### config.mk
export PLATFORM = sky130hd
export DESIGN_NAME = sd_card_init_sequencer_top
export DESIGN_NICKNAME = d
export VERILOG_FILES = /design/src/hw/rtl/sdci_pkg.sv /design/src/hw/rtl/sd_card_init_sequencer_top.sv
export SDC_FILE = /design/constraint.sdc
export NUM_CORES = 1
export LEC_CHECK = 0
export BUFFER_PORTS_ARGS = -buffer_cell sky130_fd_sc_hd__buf_2
export CORE_MARGIN = 5
export CORE_UTILIZATION = 55
export DETAILED_ROUTE_END_ITERATION = 8
export PLACE_DENSITY = 0.81
export RECOVER_POWER = 50
export SYNTH_ARGS = -nofsm -noshare
export SYNTH_HDL_FRONTEND = slang
export SYNTH_SLANG_ARGS = --single-unit
### constraint.sdc
create_clock -name clk_i -period 3.6 [get_ports clk_i]
set_input_delay 0.18 -clock clk_i [delete_from_list [all_inputs] [get_ports clk_i]]
set_output_delay 0.18 -clock clk_i [all_outputs]
set_load 0.01 [all_outputs]
### src/hw/rtl/sdci_pkg.sv
// ----------------------------------------------------------------------------
// SD card init sequencer package
// Item types, register indexes, status codes and command constants.
// ----------------------------------------------------------------------------
package sdci_pkg;

  typedef struct packed {
    logic        mode;
    logic [39:0] response;
  } sdci_in_t;

  typedef struct packed {
    logic        send_valid;
    logic [15:0] frame_high;
    logic [31:0] frame_low;
    logic        frame_kind;
    logic [15:0] clock_divider;
    logic        done_res;
    logic [2:0]  status;
    logic        high_capacity;
  } sdci_out_t;

  // configuration register indexes
  localparam logic [2:0] REG_SLOW_DIV   = 3'd0;
  localparam logic [2:0] REG_FAST_DIV   = 3'd1;
  localparam logic [2:0] REG_ACMD41_LIM = 3'd2;
  localparam logic [2:0] REG_CMD1_LIM   = 3'd3;
  localparam logic [2:0] REG_BLOCK_LEN  = 3'd4;

  // reset values of the configuration registers
  localparam logic [15:0] SLOW_DIV_RST   = 16'd100;
  localparam logic [15:0] FAST_DIV_RST   = 16'd3;
  localparam logic [9:0]  ACMD41_LIM_RST = 10'd100;
  localparam logic [9:0]  CMD1_LIM_RST   = 10'd1000;
  localparam logic [12:0] BLOCK_LEN_RST  = 13'd512;

  // status codes
  localparam logic [2:0] STAT_BUSY    = 3'd0;
  localparam logic [2:0] STAT_OK      = 3'd1;
  localparam logic [2:0] STAT_NORESP  = 3'd2;
  localparam logic [2:0] STAT_VOLT    = 3'd3;
  localparam logic [2:0] STAT_TIMEOUT = 3'd4;

  // command indexes
  localparam logic [5:0] CMD_GO_IDLE   = 6'd0;
  localparam logic [5:0] CMD_SEND_OP   = 6'd1;
  localparam logic [5:0] CMD_IF_COND   = 6'd8;
  localparam logic [5:0] CMD_BLOCKLEN  = 6'd16;
  localparam logic [5:0] CMD_SEND_OPAC = 6'd41;
  localparam logic [5:0] CMD_APP       = 6'd55;
  localparam logic [5:0] CMD_READ_OCR  = 6'd58;

  localparam logic [7:0]  CRC_CMD0  = 8'h95;
  localparam logic [7:0]  CRC_CMD8  = 8'h87;
  localparam logic [7:0]  CRC_NONE  = 8'hFF;
  localparam logic [31:0] ARG_CMD8  = 32'h0000_01AA;
  localparam logic [31:0] ARG_HCS   = 32'h4000_0000;
  localparam logic [15:0] DUMMY_HI  = 16'h4000;
  localparam logic [31:0] DUMMY_LO  = 32'h0000_0074;
  localparam logic [7:0]  R1_IDLE   = 8'h01;
  localparam logic [7:0]  R1_ILLCMD = 8'h05;
  localparam logic [7:0]  ECHO_PAT  = 8'hAA;
  localparam logic [7:0]  VOLT_OK   = 8'h01;

endpackage

### src/hw/rtl/sd_card_init_sequencer_top.sv
// ----------------------------------------------------------------------------
// SD card init sequencer - top level
// Steps an SD card through SPI-mode identification: a start item gives the
// dummy-clock frame, and a response item gives the next command frame if one
// is due (CMD0, CMD8, CMD55/ACMD41 or CMD1 with retry limits, CMD58, CMD16)
// together with the clock divider to use and the current status. One item
// is taken per clock unless stalled; its result is registered in the cycle
// after the item is accepted. The only stall comes from the output register:
// input ready drops while a result is held and not being taken. Configuration
// writes are always taken and belong in the idle gaps between sequences.
// ----------------------------------------------------------------------------
module sd_card_init_sequencer_top (
  input  logic               clk_i,
  input  logic               rst_ni,
  input  logic               in_valid_i,
  output logic               in_ready_o,
  input  sdci_pkg::sdci_in_t in_data_i,
  output logic               out_valid_o,
  input  logic               out_ready_i,
  output sdci_pkg::sdci_out_t out_data_o,
  input  logic               cfg_valid_i,
  output logic               cfg_ready_o,
  input  logic [2:0]         cfg_index_i,
  input  logic [15:0]        cfg_data_i
);
  import sdci_pkg::*;

  localparam logic [3:0] PH_IDLE    = 4'd0;
  localparam logic [3:0] PH_DUMMY   = 4'd1;
  localparam logic [3:0] PH_CMD0    = 4'd2;
  localparam logic [3:0] PH_CMD8    = 4'd3;
  localparam logic [3:0] PH_CMD1    = 4'd4;
  localparam logic [3:0] PH_CMD55   = 4'd5;
  localparam logic [3:0] PH_ACMD41  = 4'd6;
  localparam logic [3:0] PH_CMD58   = 4'd7;
  localparam logic [3:0] PH_CMD16   = 4'd8;
  localparam logic [3:0] PH_OK      = 4'd9;
  localparam logic [3:0] PH_NORESP  = 4'd10;
  localparam logic [3:0] PH_VOLT    = 4'd11;
  localparam logic [3:0] PH_TIMEOUT = 4'd12;

  logic [15:0] slow_div_q, fast_div_q;
  logic [9:0]  acmd41_lim_q, cmd1_lim_q;
  logic [12:0] block_len_q;

  logic [3:0]  phase_q, phase_d;
  logic [9:0]  attempt_q, attempt_d;
  logic        cap_q, cap_d;

  logic        out_valid_q;
  sdci_out_t   out_data_q, res_d;
  logic        in_accept;

  logic        send, dummy;
  logic [5:0]  cmd_idx;
  logic [31:0] cmd_arg;
  logic [7:0]  crc;
  logic [7:0]  r1, low8;
  logic        old_card;

  assign cfg_ready_o = 1'b1;
  assign in_ready_o  = !out_valid_q || out_ready_i;
  assign in_accept   = in_valid_i && in_ready_o;
  assign out_valid_o = out_valid_q;
  assign out_data_o  = out_data_q;

  assign r1   = in_data_i.response[39:32];
  assign low8 = in_data_i.response[7:0];

  always_ff @(posedge clk_i or negedge rst_ni) begin
    if (!rst_ni) begin
      slow_div_q   <= SLOW_DIV_RST;
      fast_div_q   <= FAST_DIV_RST;
      acmd41_lim_q <= ACMD41_LIM_RST;
      cmd1_lim_q   <= CMD1_LIM_RST;
      block_len_q  <= BLOCK_LEN_RST;
    end else if (cfg_valid_i) begin
      unique case (cfg_index_i)
        REG_SLOW_DIV:   slow_div_q   <= cfg_data_i;
        REG_FAST_DIV:   fast_div_q   <= cfg_data_i;
        REG_ACMD41_LIM: acmd41_lim_q <= cfg_data_i[9:0];
        REG_CMD1_LIM:   cmd1_lim_q   <= cfg_data_i[9:0];
        REG_BLOCK_LEN:  block_len_q  <= cfg_data_i[12:0];
        default: ;
      endcase
    end
  end

  // next phase and the frame to send
  always_comb begin
    phase_d   = phase_q;
    attempt_d = attempt_q;
    cap_d     = cap_q;
    send      = 1'b0;
    dummy     = 1'b0;
    cmd_idx   = CMD_GO_IDLE;
    cmd_arg   = '0;
    old_card  = 1'b0;
    if (!in_data_i.mode) begin
      phase_d   = PH_DUMMY;
      attempt_d = '0;
      cap_d     = 1'b0;
      send      = 1'b1;
      dummy     = 1'b1;
    end else begin
      unique case (phase_q)
        PH_DUMMY: begin
          send    = 1'b1;
          cmd_idx = CMD_GO_IDLE;
          phase_d = PH_CMD0;
        end
        PH_CMD0: begin
          if (low8 == R1_IDLE) begin
            send    = 1'b1;
            cmd_idx = CMD_IF_COND;
            cmd_arg = ARG_CMD8;
            phase_d = PH_CMD8;
          end else begin
            phase_d = PH_NORESP;
          end
        end
        PH_CMD8: begin
          // idle card that echoes the pattern but rejects the voltage
          if (r1 == R1_IDLE && low8 == ECHO_PAT
              && in_data_i.response[15:8] != VOLT_OK) begin
            phase_d = PH_VOLT;
          end else begin
            old_card  = (r1 == R1_ILLCMD);
            attempt_d = 10'd1;
            send      = 1'b1;
            cmd_idx   = old_card ? CMD_SEND_OP : CMD_APP;
            phase_d   = old_card ? PH_CMD1 : PH_CMD55;
          end
        end
        PH_CMD1: begin
          if (low8 == 8'h00) begin
            send    = 1'b1;
            cmd_idx = CMD_BLOCKLEN;
            cmd_arg = {19'd0, block_len_q};
            phase_d = PH_CMD16;
          end else if (attempt_q >= cmd1_lim_q) begin
            phase_d = PH_TIMEOUT;
          end else begin
            attempt_d = attempt_q + 10'd1;
            send      = 1'b1;
            cmd_idx   = CMD_SEND_OP;
          end
        end
        PH_CMD55: begin
          send    = 1'b1;
          cmd_idx = CMD_SEND_OPAC;
          cmd_arg = ARG_HCS;
          phase_d = PH_ACMD41;
        end
        PH_ACMD41: begin
          if (low8 == 8'h00) begin
            send    = 1'b1;
            cmd_idx = CMD_READ_OCR;
            phase_d = PH_CMD58;
          end else if (attempt_q >= acmd41_lim_q) begin
            phase_d = PH_TIMEOUT;
          end else begin
            attempt_d = attempt_q + 10'd1;
            send      = 1'b1;
            cmd_idx   = CMD_APP;
            phase_d   = PH_CMD55;
          end
        end
        PH_CMD58: begin
          cap_d   = in_data_i.response[30];
          send    = 1'b1;
          cmd_idx = CMD_BLOCKLEN;
          cmd_arg = {19'd0, block_len_q};
          phase_d = PH_CMD16;
        end
        PH_CMD16: phase_d = PH_OK;
        default: ;
      endcase
    end
  end

  // result item
  always_comb begin
    priority if (cmd_idx == CMD_GO_IDLE) crc = CRC_CMD0;
    else if (cmd_idx == CMD_IF_COND)     crc = CRC_CMD8;
    else                                 crc = CRC_NONE;

    res_d = '0;
    if (dummy) begin
      res_d.send_valid = 1'b1;
      res_d.frame_high = DUMMY_HI;
      res_d.frame_low  = DUMMY_LO;
      res_d.frame_kind = 1'b1;
    end else if (send) begin
      res_d.send_valid = 1'b1;
      res_d.frame_high = {2'b01, cmd_idx, cmd_arg[31:24]};
      res_d.frame_low  = {cmd_arg[23:0], crc};
    end
    res_d.clock_divider = (phase_d == PH_OK) ? fast_div_q : slow_div_q;
    res_d.done_res      = (phase_d >= PH_OK);
    unique case (phase_d)
      PH_OK:      res_d.status = STAT_OK;
      PH_NORESP:  res_d.status = STAT_NORESP;
      PH_VOLT:    res_d.status = STAT_VOLT;
      PH_TIMEOUT: res_d.status = STAT_TIMEOUT;
      default:    res_d.status = STAT_BUSY;
    endcase
    res_d.high_capacity = cap_d;
  end

  always_ff @(posedge clk_i or negedge rst_ni) begin
    if (!rst_ni) begin
      phase_q     <= PH_IDLE;
      attempt_q   <= '0;
      cap_q       <= 1'b0;
      out_valid_q <= 1'b0;
    end else begin
      if (in_accept) begin
        phase_q   <= phase_d;
        attempt_q <= attempt_d;
        cap_q     <= cap_d;
      end
      if (in_accept) begin
        out_valid_q <= 1'b1;
      end else if (out_ready_i) begin
        out_valid_q <= 1'b0;
      end
    end
  end

  always_ff @(posedge clk_i) begin
    if (in_accept) begin
      out_data_q <= res_d;
    end
  end

endmodule

## Word level (Yosys, flattened, before mapping)

Index checks and enable logic that the tools add are counted.

- Input port bits: 65
- Word-level logic and storage cells: 118
- Memories kept: 0
- Output and inout port bits: 74
- Register bits: 152
- Bits in writable memories: 0
- Latch bits: 0
- Memory bits (read-only): 0

- Eq/ne operators: 28
- Add/subtract/negate cells: 1
- Div/mod/pow operators: 0
- Multiplexer cells: 46
- Bitwise logic cells: 2
- Shift operators: 0
- Magnitude comparators: 3
- Reductions and logical operators: 18
- Multiply operators: 0

Operator list:

| cell | number |
|---|---|
| 31-bit one-hot mux with 4 select lines | 1 |
| 10-bit two-way mux | 6 |
| 49-bit two-way mux | 1 |
| 6-bit one-hot mux with 6 select lines | 1 |
| 4-bit two-way mux | 8 |
| 4-bit one-hot mux with 8 select lines | 1 |
| 6-bit two-way mux | 5 |
| 10-bit one-hot mux with 3 select lines | 1 |
| 4-bit equality test (second input constant) | 5 |
| 10-bit >= comparator | 2 |
| 4-bit by 3-bit equality test with 1-bit output (second input constant) | 4 |
| 8-bit by 1-bit equality test with 1-bit output (second input constant) | 2 |
| 16-bit two-way mux | 1 |
| 3-bit inequality test (second input constant) | 5 |
| 1-bit two-way mux | 14 |
| 7-bit two-way mux | 2 |
| 13-bit two-way mux | 1 |
| 3-bit one-hot mux with 4 select lines | 1 |
| 2-bit AND reduction | 6 |
| 10-bit by 1-bit adder with 10-bit output (second input constant) | 1 |
| 9-bit two-way mux | 1 |
| 4-bit by 2-bit equality test with 1-bit output (second input constant) | 2 |
| 8-bit by 3-bit equality test with 1-bit output (second input constant) | 1 |
| 8-bit equality test (second input constant) | 1 |
| 20 further kinds | 25 |

## Logic depth before layout (Yosys ltp)

- Depth after elaboration: 10
- Depth in mapped cells: 11
- Gate-level depth less buffers: 9

## Worst setup path after synthesis

OpenSTA, ideal clock, no wires.

- Path kind: flip-flop to flip-flop
- Start: register cmd1_lim_q[7]
- End: register out_data_q, in the netlist out_data_o[10], data pin
- Cell stages (with the launch flop): 11
- Setup time: 260 ps
- Data required time: 3,340 ps
- Arrival: 2,672 ps
- Clock period less this slack: 2,932 ps
- Buffers on the path: 1
- Setup slack: 668 ps
- Cell sequence: dfstp_2 inv_1 ha_1 a211o_1 a21oi_1 o41a_1 a21oi_1 or3b_2 o211ai_4 buf_12 mux2_4

RTL lines:

| what | RTL line | RTL |
|---|---|---|
| from (decl) | sd_card_init_sequencer_top.sv:43 | `logic [9:0] acmd41_lim_q, cmd1_lim_q;` |
| from (signal assigned) | sd_card_init_sequencer_top.sv:82 | `REG_CMD1_LIM: cmd1_lim_q <= cfg_data_i[9:0];` |
| to (signal assigned) | sd_card_init_sequencer_top.sv:233 | `out_data_q <= res_d;` |
| to (decl) | sd_card_init_sequencer_top.sv:51 | `sdci_out_t out_data_q, res_d;` |

==> metrics.txt <==
outcome=complete, but fails checks; CTS tree=done; slack of the critical path=0.351 ns; Static Leak=3.20 nW; wire length of the first global-routing pass=23.8 mm; achievable clock frequency=0.308 GHz; number of gates resized after CTS=0; total of buffers placed on input and output ports=103; slowest stage cell, crit path=sky130_fd_sc_hd__dfstp_2; CTS buffer count=17; buffers inserted by post-CTS timing repair=0; cell area after synthesis=0.00638 mm^2; worst supply voltage drop on vdd=317 uV; detailed route wirelength on metal2=7.49 mm; total detailed-routing wirelength=14.6 mm; antenna fix cells=0; highest metal layer used by the detailed router=met4; fraction of layout cells with a size suffix above 1=roughly 29%; via count of the first global-routing pass=4646; setup violators final=0; cell at the root of the clock tree=sky130_fd_sc_hd__clkbuf_16; register area share after synthesis=54.7%; Critical Path Source Type=flop; number of warnings issued by yosys=0; critical path required time=3.76 ns; clock tree buffer depth=2; series of cell instances along the critical path=inv_1 > ha_1 > o21a_1 > a21oi_1 > o41a_1 > a21oi_1 > or3b_2 > o211ai_4 > buf_4 > mux2_2; final net count=719; level count of the clock H-tree=4; die area=0.0139 mm^2; transition time at the pin with the least slew margin=2.02 ns; synthesized instance count=527; Clock transition at path regs=0.06 ns; Area Overhead vs Synth=17.5%; largest net degree at the start of global routing=82; violations in the final reports=capacitance limit, slew limit; standard cell core area=approximately 0.011 mm^2; Avg Vias per Cell=5.77; setup clock skew after layout=0.00990 ns; final RePlAce weighted congestion=0.897; areal power density over the cells=599 mW/mm^2; leading cell types in the layout, fill and taps excluded=66 x sky130_fd_sc_hd__dfrtp_1, 64 x sky130_fd_sc_hd__mux2_2, 60 x sky130_fd_sc_hd__clkbuf_1, 48 x sky130_fd_sc_hd__edfxtp_1, 45 x sky130_fd_sc_hd__buf_2; clock sink count=129; Core Util, Final=65.9%; predominant post-synthesis flop cell=sky130_fd_sc_hd__dfrtp_1; vias after detailed routing=4553; Final Slew Violations=82; reported max-cap violation count=1; Placement Setup Slack=0.411 ns; Detail Placement HPWL=9.93 mm; Die Y-Extent=118 um; routed length on met1=5.86 mm; total congestion overflow=0; number of enable flip-flop cells after synthesis=48; buffer and inverter count on the worst path=2; kind of path behind the tightest hold check=in2reg; highest net fanout along the worst path=16; Period Utilization, post-route=90.3%; critical path data arrival time=3.41 ns; count of standard-cell rows=39; number of hold buffers added after CTS=2; I/O pin count=139; Antenna Violating Nets Remaining=0; Distinct cells, synth=57; wire length per cell=between 15 and 20 um; Top delay family on crit path=compound AO/OA/AOI/OAI gates; setup tns final=0 ns; clock insertion delay at the later pin of the skew report=0.41 ns; effective utilization at floorplan=a little under three fifths; antenna violations before repair=0; final critical delay including setup and external delays=3.25 ns; number of synthesized register bits=129; DRT iter0 DRCs=404; met3 wirelength from detailed routing=around 1 mm; Worst slew margin=-34.8%; final number of hold-violating endpoints=0; length of the first detailed-routing pass in iterations=5; maximum cell stage delay along the critical path=between 0.5 and 0.6 ns; average instance area after synthesis=12.1 um^2; Post-route DRC=0; crit-path most repeated cell=sky130_fd_sc_hd__a21oi_1; RSZ-0062 raised after global routing=false; Critical Setup Path Class=reg2reg; Total GRT Usage=a little over a fifth; share of flip-flops with an asynchronous set or reset=62.8%; most frequent standard cell in the layout excluding fill and tap cells=sky130_fd_sc_hd__dfrtp_1; endpoint class of the critical path=flop; x dimension of the die=118 um
==> through the flow <==
step	hold slack (ns)	total power (W)	instances	cell area (um^2)
2_1_floorplan	-0.116	0.00251	545	6450
3_3_place_gp	0.387	0.00269	755	6960
3_5_place_dp	0.392	0.00275	755	6960
4_1_cts	0.00836	0.00452	789	7590
5_1_grt	0.00380	0.00470	789	7490
6_report	0.0149	0.00449	789	7490
==> path summary, 6_finish.rpt <==
check                      cells past startpoint  slack, ns               to       startpoint
setup / recovery                              10       0.35    out_data_o[9]    cmd1_lim_q[8]
hold / removal                                 2       0.01   fast_div_q[14]   cfg_data_i[14]
setup reg to reg                              10       0.35    out_data_o[9]    cmd1_lim_q[8]
hold reg to reg                                1       0.50  block_len_q[12]  block_len_q[12]
max in group asynchronous                      2       1.51  acmd41_lim_q[8]           rst_ni
min in group asynchronous                      2       0.86      out_valid_o           rst_ni
==> cells in the mapped netlist, types with 4 or more instances <==
master                     instances  area share, %
sky130_fd_sc_hd__inv_1            30            1.8
sky130_fd_sc_hd__and2_1           12            1.2
sky130_fd_sc_hd__o21ai_0          21            1.6
sky130_fd_sc_hd__edfxtp_1         48             23
sky130_fd_sc_hd__mux2_2           65             11
sky130_fd_sc_hd__clkbuf_1         17            1.0
sky130_fd_sc_hd__buf_4            24            2.8
sky130_fd_sc_hd__or4_1             4           0.47
sky130_fd_sc_hd__o31ai_1           6           0.71
sky130_fd_sc_hd__nand4_1           9           0.88
sky130_fd_sc_hd__ha_1             21            4.1
sky130_fd_sc_hd__dfrtp_1          66             26
sky130_fd_sc_hd__nand3_1           6           0.47
sky130_fd_sc_hd__nor2_1           19            1.1
sky130_fd_sc_hd__a21oi_1          19            1.5
sky130_fd_sc_hd__dfstp_2          15            6.2
sky130_fd_sc_hd__a211oi_1          4           0.47
sky130_fd_sc_hd__mux2i_1           6           0.94
sky130_fd_sc_hd__nand2b_1         13            1.3
sky130_fd_sc_hd__nor3_1            8           0.63
sky130_fd_sc_hd__nand2_1          44            2.6
sky130_fd_sc_hd__mux2_4           10            2.4
==> logic make-up (layout without fill, tap and decap cells) <==
| group | count (synthesis) | count (layout) | synth area share, % |
|---|---|---|---|
| AOI/OAI and AO/OA | 78 | 78 | 8.16 |
| other | 2 | 20 | 0.118 |
| buffers and inverters | 74 | 175 | 6.10 |
| adders and majority gates | 21 | 21 | 4.12 |
| DFF | 129 | 129 | 54.7 |
| muxes | 81 | 81 | 14.8 |
| and+or+nand+nor | 142 | 142 | 12.1 |
==> flip-flops by register name, indices dropped and copies added (netlist names), 4 cells and up <==
register	count
out_data_o	48
fast_div_q	16
slow_div_q	16
block_len_q	13
acmd41_lim_q	10
attempt_q	10
cmd1_lim_q	10
phase_q	4
==> report_power, final <==
| group | internal [W] | leakage, nW | switching [W] |
|---|---|---|---|
| logic | 0.000363 | 1.46 | 0.000428 |
| clock network | 0.00110 | 0.298 | 0.000657 |
| registers | 0.00180 | 1.44 | 0.000138 |
| total | 0.00327 | 3.20 | 0.00122 |
==> metal layers <==
layer	global-route usage (%)	vias up
met5	0	-
met4	7.17	0
met3	5.09	21
met2	36.1	185
met1	26.7	2263
li1	-	2084
==> final cells by class <==
cell class                 count  area [um^2]
multi-input combinational    342         2590
clock buffer                  18          429
tap                          143          179
sequential                   129         3490
fill                         848         3880
timing repair buffer         113          517
inverter                      30          113
clock inverter                14          178
No activity file was read; power rests on OpenSTA's default activity.
